`src/rtl/pbw_pkg.sv`:
```
// ----------------------------------------------------------------------------
// pbw_pkg
// Shared types and constants for the periodic boundary wrap block.
// ----------------------------------------------------------------------------
package pbw_pkg;

    localparam int IMAGE_FIELD_BITS = 10;
    localparam int IMAGE_W          = 30;
    localparam int COORD_W          = 32;
    localparam int NUM_DIMS         = 3;
    localparam int PACK_W           = NUM_DIMS * IMAGE_FIELD_BITS;
    localparam int CFG_INDEX_W      = 3;

    typedef logic signed [COORD_W-1:0]  coord_t;
    typedef logic signed [COORD_W:0]    period_t;
    typedef logic signed [COORD_W+1:0]  low_sum_t;
    typedef logic signed [COORD_W+2:0]  wide_t;
    typedef logic [IMAGE_FIELD_BITS-1:0] cnt_t;

    localparam coord_t LO_RST   = -32'sd32768;
    localparam coord_t HI_RST   = 32'sd32768;
    localparam period_t PER_RST = 33'sd65536;
    localparam logic [NUM_DIMS-1:0] MASK_RST = 3'b111;

    typedef enum logic [CFG_INDEX_W-1:0] {
        REG_LO_X = 3'd0,
        REG_LO_Y = 3'd1,
        REG_LO_Z = 3'd2,
        REG_HI_X = 3'd3,
        REG_HI_Y = 3'd4,
        REG_HI_Z = 3'd5,
        REG_MASK = 3'd6
    } cfg_reg_t;

    typedef struct packed {
        logic load_a;
        logic load_b;
    } pbw_ctrl_t;

endpackage

```
`src/rtl/pbw_lane.sv`:
```
// ----------------------------------------------------------------------------
// pbw_lane
// One dimension: low-side correction, then high-side correction.
// ----------------------------------------------------------------------------
module pbw_lane
    import pbw_pkg::*;
(
    input  logic      clk,
    input  pbw_ctrl_t ctrl,
    input  logic      enable,
    input  coord_t    coord,
    input  cnt_t      cnt,
    input  coord_t    lo,
    input  coord_t    hi,
    input  period_t   period,
    output wide_t     coord_wrapped,
    output cnt_t      cnt_wrapped
);

    logic     en_a_reg;
    coord_t   c_a_reg;
    cnt_t     cnt_a_reg;
    logic     en_b_reg;
    low_sum_t c_b_reg;
    cnt_t     cnt_b_reg;

    logic     below;
    low_sum_t c_b_next;
    cnt_t     cnt_b_next;
    logic     above;
    wide_t    c_sub;

    always_ff @(posedge clk)
    begin
        if (ctrl.load_a)
        begin
            en_a_reg  <= enable;
            c_a_reg   <= coord;
            cnt_a_reg <= cnt;
        end
        if (ctrl.load_b)
        begin
            en_b_reg  <= en_a_reg;
            c_b_reg   <= c_b_next;
            cnt_b_reg <= cnt_b_next;
        end
    end

    always_comb
    begin
        below = en_a_reg && (c_a_reg < lo);
        if (below)
        begin
            c_b_next   = low_sum_t'(c_a_reg) + low_sum_t'(period);
            cnt_b_next = cnt_a_reg - cnt_t'(1);
        end
        else
        begin
            c_b_next   = low_sum_t'(c_a_reg);
            cnt_b_next = cnt_a_reg;
        end
    end

    always_comb
    begin
        above = en_b_reg && (c_b_reg >= low_sum_t'(hi));
        c_sub = wide_t'(c_b_reg) - wide_t'(period);
        if (above)
        begin
            // raise the corrected coordinate to at least lo
            if (c_sub < wide_t'(lo))
                coord_wrapped = wide_t'(lo);
            else
                coord_wrapped = c_sub;
            cnt_wrapped   = cnt_b_reg + cnt_t'(1);
        end
        else
        begin
            coord_wrapped = wide_t'(c_b_reg);
            cnt_wrapped   = cnt_b_reg;
        end
    end

endmodule

```
`src/rtl/pbw_merge.sv`:
```
// ----------------------------------------------------------------------------
// pbw_merge
// Saturate the lane results, pack the wrap counters, hold the output.
// ----------------------------------------------------------------------------
module pbw_merge
    import pbw_pkg::*;
(
    input  logic                 clk,
    input  logic                 load,
    input  wide_t                lane_x,
    input  wide_t                lane_y,
    input  wide_t                lane_z,
    input  cnt_t                 cnt_x,
    input  cnt_t                 cnt_y,
    input  cnt_t                 cnt_z,
    output coord_t               new_x,
    output coord_t               new_y,
    output coord_t               new_z,
    output logic [IMAGE_W-1:0]   image_out
);

    coord_t             x_reg;
    coord_t             y_reg;
    coord_t             z_reg;
    logic [IMAGE_W-1:0] image_reg;
    logic [PACK_W-1:0]  packed_cnt;

    function automatic coord_t sat32(input wide_t v);
        coord_t r;
        if ((v[COORD_W+2:COORD_W-1] == '0) || (v[COORD_W+2:COORD_W-1] == '1))
            r = coord_t'(v);
        else if (v[COORD_W+2])
            r = {1'b1, {(COORD_W-1){1'b0}}};
        else
            r = {1'b0, {(COORD_W-1){1'b1}}};
        return r;
    endfunction

    assign packed_cnt = {cnt_z, cnt_y, cnt_x};

    always_ff @(posedge clk)
    begin
        if (load)
        begin
            x_reg     <= sat32(lane_x);
            y_reg     <= sat32(lane_y);
            z_reg     <= sat32(lane_z);
            image_reg <= IMAGE_W'(packed_cnt);
        end
    end

    assign new_x     = x_reg;
    assign new_y     = y_reg;
    assign new_z     = z_reg;
    assign image_out = image_reg;

endmodule

```
`src/rtl/periodic_boundary_wrap_core.sv`:
```
// ----------------------------------------------------------------------------
// periodic_boundary_wrap_core
// Path: an accepted input passes the input, low-side and output register
// stages before out_valid rises, and waits longer only while out_ready is low.
// Throughput: one particle per cycle while out_ready is high; ready flows back
// through the three stages, so a stage frees as soon as the one after it moves.
// Reset: pipeline valid bits clear; bounds return to -0.5/+0.5, mask to 3'b111.
// ----------------------------------------------------------------------------
module periodic_boundary_wrap_core
    import pbw_pkg::*;
(
    input  logic                   clk,
    input  logic                   rst_n,
    input  logic                   cfg_we,
    input  logic [CFG_INDEX_W-1:0] cfg_index,
    input  logic [COORD_W-1:0]     cfg_data,
    input  logic                   in_valid,
    output logic                   in_ready,
    input  coord_t                 pos_x,
    input  coord_t                 pos_y,
    input  coord_t                 pos_z,
    input  logic [IMAGE_W-1:0]     image_in,
    output logic                   out_valid,
    input  logic                   out_ready,
    output coord_t                 new_x,
    output coord_t                 new_y,
    output coord_t                 new_z,
    output logic [IMAGE_W-1:0]     image_out
);

    coord_t              lo_x_reg, lo_y_reg, lo_z_reg;
    coord_t              hi_x_reg, hi_y_reg, hi_z_reg;
    logic [NUM_DIMS-1:0] mask_reg;
    period_t             per_x_reg, per_y_reg, per_z_reg;
    logic                va_reg, vb_reg, vout_reg;
    logic                va_next, vb_next, vout_next;
    logic                load_out;
    pbw_ctrl_t           ctrl;
    wide_t               lane_x, lane_y, lane_z;
    cnt_t                cnt_x, cnt_y, cnt_z;

    always_ff @(posedge clk or negedge rst_n)
    begin
        if (!rst_n)
        begin
            lo_x_reg <= LO_RST;
            lo_y_reg <= LO_RST;
            lo_z_reg <= LO_RST;
            hi_x_reg <= HI_RST;
            hi_y_reg <= HI_RST;
            hi_z_reg <= HI_RST;
            mask_reg <= MASK_RST;
        end
        else if (cfg_we)
        begin
            case (cfg_index)
                REG_LO_X: lo_x_reg <= cfg_data;
                REG_LO_Y: lo_y_reg <= cfg_data;
                REG_LO_Z: lo_z_reg <= cfg_data;
                REG_HI_X: hi_x_reg <= cfg_data;
                REG_HI_Y: hi_y_reg <= cfg_data;
                REG_HI_Z: hi_z_reg <= cfg_data;
                REG_MASK: mask_reg <= cfg_data[NUM_DIMS-1:0];
                default:  ;
            endcase
        end
    end

    always_ff @(posedge clk or negedge rst_n)
    begin
        if (!rst_n)
        begin
            per_x_reg <= PER_RST;
            per_y_reg <= PER_RST;
            per_z_reg <= PER_RST;
        end
        else
        begin
            per_x_reg <= period_t'(hi_x_reg) - period_t'(lo_x_reg);
            per_y_reg <= period_t'(hi_y_reg) - period_t'(lo_y_reg);
            per_z_reg <= period_t'(hi_z_reg) - period_t'(lo_z_reg);
        end
    end

    always_comb
    begin
        load_out    = !vout_reg || out_ready;
        ctrl.load_b = !vb_reg || load_out;
        ctrl.load_a = !va_reg || ctrl.load_b;
        in_ready    = ctrl.load_a;
        va_next     = ctrl.load_a ? in_valid : va_reg;
        vb_next     = ctrl.load_b ? va_reg : vb_reg;
        vout_next   = load_out ? vb_reg : vout_reg;
    end

    always_ff @(posedge clk or negedge rst_n)
    begin
        if (!rst_n)
        begin
            va_reg   <= 1'b0;
            vb_reg   <= 1'b0;
            vout_reg <= 1'b0;
        end
        else
        begin
            va_reg   <= va_next;
            vb_reg   <= vb_next;
            vout_reg <= vout_next;
        end
    end

    assign out_valid = vout_reg;

    pbw_lane u_lane_x (
        .clk           (clk),
        .ctrl          (ctrl),
        .enable        (mask_reg[0]),
        .coord         (pos_x),
        .cnt           (cnt_t'(image_in)),
        .lo            (lo_x_reg),
        .hi            (hi_x_reg),
        .period        (per_x_reg),
        .coord_wrapped (lane_x),
        .cnt_wrapped   (cnt_x)
    );

    pbw_lane u_lane_y (
        .clk           (clk),
        .ctrl          (ctrl),
        .enable        (mask_reg[1]),
        .coord         (pos_y),
        .cnt           (cnt_t'(image_in >> IMAGE_FIELD_BITS)),
        .lo            (lo_y_reg),
        .hi            (hi_y_reg),
        .period        (per_y_reg),
        .coord_wrapped (lane_y),
        .cnt_wrapped   (cnt_y)
    );

    pbw_lane u_lane_z (
        .clk           (clk),
        .ctrl          (ctrl),
        .enable        (mask_reg[2]),
        .coord         (pos_z),
        .cnt           (cnt_t'(image_in >> (2 * IMAGE_FIELD_BITS))),
        .lo            (lo_z_reg),
        .hi            (hi_z_reg),
        .period        (per_z_reg),
        .coord_wrapped (lane_z),
        .cnt_wrapped   (cnt_z)
    );

    pbw_merge u_merge (
        .clk       (clk),
        .load      (load_out),
        .lane_x    (lane_x),
        .lane_y    (lane_y),
        .lane_z    (lane_z),
        .cnt_x     (cnt_x),
        .cnt_y     (cnt_y),
        .cnt_z     (cnt_z),
        .new_x     (new_x),
        .new_y     (new_y),
        .new_z     (new_z),
        .image_out (image_out)
    );

    a_ready_follows_out: assert property (@(posedge clk) disable iff (!rst_n)
        out_ready |-> in_ready)
        else $error("in_ready low while output side is ready");

    a_occupancy_grows: assert property (@(posedge clk) disable iff (!rst_n)
        (in_valid && in_ready && !(out_valid && out_ready)) |=>
        ($countones({va_reg, vb_reg, vout_reg}) ==
         $past($countones({va_reg, vb_reg, vout_reg})) + 1))
        else $error("pipeline occupancy lost a transfer");

    a_period_tracks_bounds: assert property (@(posedge clk) disable iff (!rst_n)
        !$past(cfg_we) |->
        ((per_x_reg == period_t'(hi_x_reg) - period_t'(lo_x_reg)) &&
         (per_y_reg == period_t'(hi_y_reg) - period_t'(lo_y_reg)) &&
         (per_z_reg == period_t'(hi_z_reg) - period_t'(lo_z_reg))))
        else $error("period register out of step with bounds");

endmodule
```
`config.mk`:
```
export PLATFORM = sky130hd
export DESIGN_NAME = periodic_boundary_wrap_core
export DESIGN_NICKNAME = d
export VERILOG_FILES = /design/src/rtl/pbw_pkg.sv /design/src/rtl/pbw_lane.sv /design/src/rtl/pbw_merge.sv /design/src/rtl/periodic_boundary_wrap_core.sv
export SDC_FILE = /design/constraint.sdc
export NUM_CORES = 2
export LEC_CHECK = 0
export BUFFER_PORTS_ARGS = -buffer_cell sky130_fd_sc_hd__clkbuf_2
export CAP_MARGIN = 10
export CELL_PAD_IN_SITES_DETAIL_PLACEMENT = 1
export CELL_PAD_IN_SITES_GLOBAL_PLACEMENT = 2
export CORE_ASPECT_RATIO = 1.4
export CORE_MARGIN = 1
export CORE_UTILIZATION = 41
export CTS_BUF_LIST = sky130_fd_sc_hd__clkbuf_8 sky130_fd_sc_hd__clkbuf_16
export CTS_CLUSTER_DIAMETER = 50
export DETAILED_ROUTE_END_ITERATION = 12
export PLACE_DENSITY = 0.78
export SLEW_MARGIN = 20
export SYNTH_ARGS = -nofsm -noshare
export SYNTH_HDL_FRONTEND = slang
export SYNTH_SLANG_ARGS = --single-unit
export TNS_END_PERCENT = 10
```
`constraint.sdc`:
```
create_clock -name clk -period 7 [get_ports clk]
set_clock_uncertainty 0.05 [all_clocks]
set_input_delay 1.05 -clock clk [delete_from_list [all_inputs] [get_ports clk]]
set_output_delay 1.05 -clock clk [all_outputs]
set_load 0.05 [all_outputs]
```
Word-level counts from Yosys, hierarchy flattened
Cells that the tools add are included.
{"block": "word_totals", "regBits": 687, "input_bits": 166, "out_inout_bits": 128, "elab_cells": 115}
{"block": "classes", "add_sub_neg": 15, "magnitude_cmp": 9, "eq_ne": 9, "n_mux": 21, "reduce_logical": 26}
{"operator": "35-bit 2-to-1 mux", "count": 6}
{"operator": "32-bit 2-to-1 mux", "count": 6}
{"operator": "35-bit by 32-bit < comparator with 1-bit output", "count": 3}
{"operator": "34-bit by 33-bit subtractor with 35-bit output", "count": 3}
{"operator": "32-bit by 33-bit adder with 34-bit output", "count": 3}
{"operator": "34-bit by 32-bit greater-or-equal comparator with 1-bit output", "count": 3}
{"operator": "34-bit 2-to-1 mux", "count": 3}
{"operator": "32-bit by 32-bit subtractor with 33-bit output", "count": 3}
{"operator": "32-bit < comparator", "count": 3}
{"operator": "10-bit 2-to-1 mux", "count": 6}
{"operator": "10-bit by 1-bit adder with 10-bit output, second input constant", "count": 3}
{"operator": "10-bit by 1-bit subtractor with 10-bit output, second input constant", "count": 3}
{"operator": "2-bit AND reduction", "count": 7}
{"operator": "4-bit equality test, second input constant", "count": 3}
{"operator": "4-bit zero test", "count": 3}
{"operator": "3-bit equality test, second input constant", "count": 3}
{"operator": "3-bit by 2-bit equality test with 1-bit output, second input constant", "count": 2}
{"operator": "1-bit logical AND", "count": 6}
{"operator": "1-bit logical OR", "count": 6}
{"operator": "3-bit by 1-bit equality test with 1-bit output, second input constant", "count": 1}
{"operator": "1-bit zero test", "count": 3}
{"operator": "3-bit zero test", "count": 1}

Longest topological paths before layout
{"block": "logic_depth", "depth_word": 7, "depth_mapped": 29, "ltp_nobuf": 27}

Modules after synthesis
From an unflattened synthesis, not the netlist that was laid out.
{"block": "hier_totals", "cells_unflattened": 5512, "hier_area_um2": 51262.9}
{"module": "pbw_lane (u_lane_y ...)", "instances": 2, "cells_per_inst": 1202, "area_per_inst_um2": 9933.3, "seq_area_each_um2": 2642.5}
{"module": "periodic_boundary_wrap_core", "instances": 1, "cells_per_inst": 1463, "area_per_inst_um2": 15179.6, "seq_area_each_um2": 7507.2}
{"module": "pbw_lane (u_lane_x)", "instances": 1, "cells_per_inst": 1177, "area_per_inst_um2": 10117.2, "seq_area_each_um2": 2642.5}
{"module": "pbw_merge", "instances": 1, "cells_per_inst": 468, "area_per_inst_um2": 6099.6, "seq_area_each_um2": 3783.6}

Least setup slack after synthesis
OpenSTA, ideal clock, no wires.
{"block": "synth_timing", "path_kind": "in2reg", "startpoint": "input port out_ready", "endpoint": "register u_lane_x.c_a_reg[0] (enable)", "setup_ns": 1.896, "arrival_time_ns": 5.090, "required_ns": 5.054, "slack_ns": -0.036, "cell_stages": 1, "n_path_buf": 0, "cell_sequence": "nand4b_1"}
{"block": "synth_between", "elab_chain_cells": 3}
{"element": "start, declared", "line_no": "periodic_boundary_wrap_core.sv:24", "source": "input logic out_ready,"}
{"element": "1-bit logical OR", "line_no": "periodic_boundary_wrap_core.sv:87", "source": "load_out = !vout_reg || out_ready;"}
{"element": "1-bit logical OR", "line_no": "periodic_boundary_wrap_core.sv:88", "source": "ctrl.load_b = !vb_reg || load_out;"}
{"element": "1-bit logical OR", "line_no": "periodic_boundary_wrap_core.sv:89", "source": "ctrl.load_a = !va_reg || ctrl.load_b;"}
{"element": "end signal, assigned", "line_no": "pbw_lane.sv:38", "source": "c_a_reg <= coord;"}
{"element": "end, declared", "line_no": "pbw_lane.sv:21", "source": "coord_t c_a_reg;"}
No other way between the ends.
A chain may end at the register's enable or synchronous reset.

Final worst setup path
{"block": "layout_timing", "startpoint": "register u_lane_y.c_b_reg[0]", "endpoint": "register u_merge.y_reg[0], in the netlist u_merge.new_y[0] (data pin)"}
{"block": "layout_between", "elab_chain_cells": 7, "word_cells_on_any_way": 11, "classes_between": "add/sub (1); order compare (2); eq/ne (1); mux (4); reduce/logical (3)"}
{"element": "start, declared", "line_no": "pbw_lane.sv:24", "source": "low_sum_t c_b_reg;"}
{"element": "start signal, assigned", "line_no": "pbw_lane.sv:44", "source": "c_b_reg <= c_b_next;"}
{"element": "34-bit by 33-bit subtractor with 35-bit output", "line_no": "pbw_lane.sv:67", "source": "c_sub = wide_t'(c_b_reg) - wide_t'(period);"}
{"element": "35-bit by 32-bit < comparator with 1-bit output", "line_no": "pbw_lane.sv:71", "source": "if (c_sub < wide_t'(lo))"}
{"element": "35-bit 2-to-1 mux", "line_no": "pbw_lane.sv:71"}
{"element": "35-bit 2-to-1 mux *", "line_no": "pbw_lane.sv:68", "source": "if (above)"}
{"element": "4-bit equality test / 4-bit zero test (equally long branches)", "line_no": "pbw_merge.sv:30", "source": "if ((v[COORD_W+2:COORD_W-1] == '0) || (v[COORD_W+2:COORD_W-1] == '1))"}
{"element": "1-bit logical OR", "line_no": "pbw_merge.sv:30"}
{"element": "32-bit 2-to-1 mux *", "line_no": "pbw_merge.sv:30"}
{"element": "end signal, assigned", "line_no": "pbw_merge.sv:46", "source": "y_reg <= sat32(lane_y);"}
{"element": "end, declared", "line_no": "pbw_merge.sv:23", "source": "coord_t y_reg;"}
Every way passes the cells marked *; elsewhere a longest branch is shown, timed or not.

==> summary by stage <==
Setup path
The worst setup path is launched from a flip-flop. The cell with the biggest individual delay on the critical path is sky130_fd_sc_hd__a2111oi_4. Counting stages on the worst path, the most repeated cell is sky130_fd_sc_hd__a221o_1. The number of buffer and inverter stages on the critical path is 2. The cell family contributing the most delay on the critical path is compound AO/OA/AOI/OAI gates. The kind of end point of the critical path is a flip-flop. The longest individual stage delay on the worst path is 500 ps. Data arrives at the worst endpoint at 7040 ps. The biggest fanout along the worst timing path is 31. The critical path is of the flip-flop to flip-flop type. The data required time at the worst endpoint is 7400 ps. Traced cell by cell, the critical path runs through inv_1, ha_1, inv_1, fa_1, a21oi_1, o21ai_1, nand3_1, nand4_1, a31o_2, o31a_1, a21oi_1, xnor2_1, ha_1, and3_1, a221o_1, a221o_1, a2111oi_4, xnor2_1, and3_1, a221o_1, mux2_8, a31oi_2.

Floorplanning
The floorplan step defined a die boundary enclosing 0.117 mm^2. The floorplan step set the die height to 405 um. The initial cell density of the core is 0.414. The number of placement rows is 147.

The overall die width is 290 um. 294 I/O pins were placed. The core area is 0.115 mm^2.

Outcome
The flow ran to the end, and the final reports show no timing, DRC or antenna violations.

Clocking
Hold repair after CTS inserted 0 buffers. The TritonCTS clock tree is built. No sink is reached through more buffers than the 3 on the longest clock path. The H-tree level count is 3. The master cell of the clock root buffer is sky130_fd_sc_hd__clkbuf_16. The clock sink count is 687. For the worst-skew pair, the clock arrives at the later sink with an insertion delay of 720 ps. After clock tree synthesis, the clock-pin slew on the worst setup and hold paths is 60 ps.

The TritonCTS buffer count is 103.

Min path
The tightest min-delay check is of the input port to asynchronous set/reset pin type.

Global routing
The first global-routing pass estimated 244,000 um of wire. The most heavily used metal layer in global routing is met2. The total routing resource utilization after global routing is 0.279. The number of global-route vias before repair is 40,605.

For this run, global-route usage on met2 was measured as 0.526. For this run, global-route usage on met3 was measured as 0.0299. The number of antenna violations at the first check in global routing is 8. Entering global routing, the biggest net connects 142 pins. The total overflow left after global routing is 0.

The met1 track demand over resource in global routing is 0.305.

Timing
The highest clock frequency the design can meet is 151 MHz. Setup repair after global routing left no endpoint under its margin. The final critical-path required period is 6630 ps. Setup violations remaining at the end of the flow were counted as 0. The number of slew-limit violations in the final report is 0. The number of endpoints with negative hold slack in the final report is 0. The worst pin sits at a relative slew slack of 0.213. Dividing the final minimum period by the clock period gives 0.948. For the pin with the worst max-slew slack, the measured transition is 1180 ps.

Cells and area
In the final layout, flip-flops and latches occupy 0.0192 mm^2. The layout overhead on the synthesized area is 14.9%. The layout filler cell count is 12,759.

For this run, the post-layout net count is 5,834. Once layout is complete, the utilization of the core stands at 0.476. Once layout is complete, the cells apart from fillers number 6,638. Summing all non-filler instances in the final layout gives an area of 0.0546 mm^2. In the final layout, the multi-input gates occupy 0.0265 mm^2. Of the cells placed in the final design, the portion with a size suffix greater than 1 is 0.162.

Detailed routing
The residual antenna-violating net count after detailed routing is 0. The post-detailed-route wirelength per cell is 24.6 um. The via count is 37,651.

The post-detailed-route DRC marker count is 0. The number of iterations in the first detailed-routing pass is 7. The detailed router finished its first iteration with 1,671 violations. The overall routed net length is 163,000 um. The detailed-route vias per instance is 5.67.

Power and ir drop
Dividing total power by cell area gives a power density of 595 mW/mm^2. The combinational group share of total power is 0.618. Of the total power, the share spent switching nets is 0.486. Of the total power, registers draw 0.217. For this design the total switching power over the nets is 15,800 uW. For this design the static power due to leakage is 0.0243 uW. The share of total power dissipated in the clock network is 0.166. The maximum vdd ir drop is 0.585 mV.

Internal power comes to 16,700 uW.

Yosys
The synthesized flop and latch total is 687. In the synthesized netlist the dominant register cell turns out to be sky130_fd_sc_hd__edfxtp_1. The post-synthesis cell type with the largest combined area is sky130_fd_sc_hd__edfxtp_1. The number of enable flip-flop cells after synthesis is 390.

For this run, the number of Yosys warnings is 0. Averaged over all synthesized cells, the footprint is 10.1 um^2. The mux contribution to synthesized area is 0.0501. When the netlist entered floorplanning its net count stood at 5,503.

The cell area that synthesis handed to floorplanning was 0.0475 mm^2. The fraction of registers with async set/reset is 0.432. Of the total synthesized cell area, the portion taken by XOR and XNOR cells is 0.0573. Of the total synthesized cell area, the portion taken by full adders, half adders and majority gates is 0.162. The area fraction of the dominant cell type after synthesis is 0.246. The largest family of logic cells by synthesized area is compound AO/OA/AOI/OAI gates.

Of the total synthesized cell area, the portion taken by AND, OR, NAND and NOR gates is 0.103. The compound-cell area share of the yosys netlist is 0.182. By area the synthesized netlist is led by sky130_fd_sc_hd__edfxtp_1 (25%), sky130_fd_sc_hd__ha_1 (16%), sky130_fd_sc_hd__dfrtp_1 (12%), sky130_fd_sc_hd__o21ai_0 (4.1%), sky130_fd_sc_hd__xnor2_1 (4.1%).

The share of the Yosys chip area taken by registers is 0.404. The unique cell type count in the Yosys netlist is 94. The post-synthesis cell count is 4,728.

Place
The detailed placement HPWL is 129,000 um. The instance area at placement is 0.0510 mm^2. The quantity of I/O buffers inserted on ports is 293. The count of placed standard cells including taps is 6,443. At the end of routability-driven placement, the weighted congestion stood at 0.913.

Run
The tool flagged a number of max-cap violations equal to 0.
[power groups by stage]
stage | Combinational, uW | Sequential [uW] | Clock (uW)
detailed placement | 19900 | 7090 | 0
CTS | 20000 | 7040 | 5510
global placement | 19500 | 7090 | 0
floorplan | 13200 | 7660 | 0
global route | 22000 | 7120 | 5640
finish | 20100 | 7030 | 5390
[what timing repair did]
action	in CTS	in global routing
endpoints found under the setup margin	3	85
pin swaps	0	2
gates cloned	0	0
gates resized for setup	2	11
buffers inserted	0	1
[final timing paths]
| kind | from | endpoint | slack, ps | cells after the start |
|---|---|---|---|---|
| setup / recovery | u_lane_y.c_b_reg[0] | u_merge.new_y[0] | 370 | 22 |
| hold / removal | rst_n | lo_x_reg[10] | 370 | 1 |
| setup reg to reg | u_lane_y.c_b_reg[0] | u_merge.new_y[0] | 370 | 22 |
| hold reg to reg | va_reg | vb_reg | 430 | 1 |
| max in group asynchronous | rst_n | per_y_reg[15] | 5080 | 2 |
| min in group clk | va_reg | vb_reg | 430 | 1 |
[per-layer routing]
metal	share of wire	vias up
li1	-	17947
met1	0.39	18745
met2	0.53	642
met3	0.030	309
met4	0.049	8
met5	0.00034	-
[cells by family (layout without fill, tap and decap cells)]
family	Yosys count	after routing
adders and majority gates	609	609
muxes	217	217
DFF	687	687
xor gates and xnor gates	310	310
AOI/OAI and AO/OA	1370	1370
and+or+nand+nor	1025	1025
buffers and inverters	510	929
other	0	1
[layout by cell type (no fill, tap or decap), types with 13 or more instances in the layout]
cell and count:
sky130_fd_sc_hd__or3_1 13, sky130_fd_sc_hd__dfrtp_1 237, sky130_fd_sc_hd__nand2_1 366, sky130_fd_sc_hd__dfstp_2 60
sky130_fd_sc_hd__o21ai_0 389, sky130_fd_sc_hd__nor4_1 17, sky130_fd_sc_hd__o21bai_1 37, sky130_fd_sc_hd__a211o_1 28
sky130_fd_sc_hd__edfxtp_1 390, sky130_fd_sc_hd__inv_6 15, sky130_fd_sc_hd__a211oi_1 35, sky130_fd_sc_hd__o211ai_1 41
sky130_fd_sc_hd__inv_1 403, sky130_fd_sc_hd__xor2_1 87, sky130_fd_sc_hd__clkbuf_16 111, sky130_fd_sc_hd__mux2_2 164
sky130_fd_sc_hd__a221o_1 13, sky130_fd_sc_hd__nor3_1 60, sky130_fd_sc_hd__nand4_1 58, sky130_fd_sc_hd__a21oi_1 360
sky130_fd_sc_hd__xnor2_1 221, sky130_fd_sc_hd__and2_1 15, sky130_fd_sc_hd__nor2b_1 51, sky130_fd_sc_hd__nand2b_1 61
sky130_fd_sc_hd__clkbuf_2 292, sky130_fd_sc_hd__a21oi_2 29, sky130_fd_sc_hd__a221oi_1 13, sky130_fd_sc_hd__o31ai_1 22
sky130_fd_sc_hd__o21a_1 37, sky130_fd_sc_hd__ha_1 599, sky130_fd_sc_hd__nor2_1 217, sky130_fd_sc_hd__a21o_1 199
sky130_fd_sc_hd__o21ai_1 19, sky130_fd_sc_hd__and3_1 37, sky130_fd_sc_hd__mux2i_1 49, sky130_fd_sc_hd__nand3_1 74
sky130_fd_sc_hd__a31oi_1 25, sky130_fd_sc_hd__buf_4 40
[cell usage after synthesis (11+ instances only)]
library cell               number
sky130_fd_sc_hd__dfrtp_1      237
sky130_fd_sc_hd__a21o_1       199
sky130_fd_sc_hd__nor2_1       217
sky130_fd_sc_hd__edfxtp_1     390
sky130_fd_sc_hd__xnor2_1      221
sky130_fd_sc_hd__o21a_1        37
sky130_fd_sc_hd__clkbuf_1      91
sky130_fd_sc_hd__nand3_1       74
sky130_fd_sc_hd__dfstp_2       60
sky130_fd_sc_hd__o31ai_1       22
sky130_fd_sc_hd__a21oi_1      361
sky130_fd_sc_hd__xor2_1        88
sky130_fd_sc_hd__o22ai_1       11
sky130_fd_sc_hd__o21ai_1       17
sky130_fd_sc_hd__a21boi_0      11
sky130_fd_sc_hd__inv_1        394
sky130_fd_sc_hd__nor2b_1       51
sky130_fd_sc_hd__o211ai_1      41
sky130_fd_sc_hd__nand2_1      366
sky130_fd_sc_hd__a31oi_1       25
sky130_fd_sc_hd__nand2b_1      62
sky130_fd_sc_hd__nor3_1        62
sky130_fd_sc_hd__a221oi_1      13
sky130_fd_sc_hd__a221o_1       13
sky130_fd_sc_hd__a211o_1       28
sky130_fd_sc_hd__or3_1         13
sky130_fd_sc_hd__a21oi_2       28
sky130_fd_sc_hd__ha_1         600
sky130_fd_sc_hd__o21ai_0      391
sky130_fd_sc_hd__a211oi_1      37
sky130_fd_sc_hd__or2_2         11
sky130_fd_sc_hd__nand4_1       58
sky130_fd_sc_hd__nor4_1        19
sky130_fd_sc_hd__and3_1        37
sky130_fd_sc_hd__mux2_2       164
sky130_fd_sc_hd__o21bai_1      37
sky130_fd_sc_hd__mux2i_1       52
sky130_fd_sc_hd__and2_1        15
[per-stage QoR]
step	setup slack (ps)	setup TNS (ps)	power [uW]	hold slack [ps]
after detailed placement	-14.1	-14.1	27000	418
final	367	0	32500	374
after global routing	10.0	0	34800	430
after CTS	123	0	32600	366
after floorplan	-35.9	-4640	20900	384
after global placement	117	0	26600	402
[area by class of cell]
type / count / area share
antenna: 1 / 0.0000458
clock buffer: 117 / 0.0524
multi-input combinational: 3531 / 0.486
inverter: 395 / 0.0271
tap: 1490 / 0.0341
sequential: 687 / 0.352
timing repair buffer: 341 / 0.0351
clock inverter: 76 / 0.0132
(Power assumes the default switching activity.)
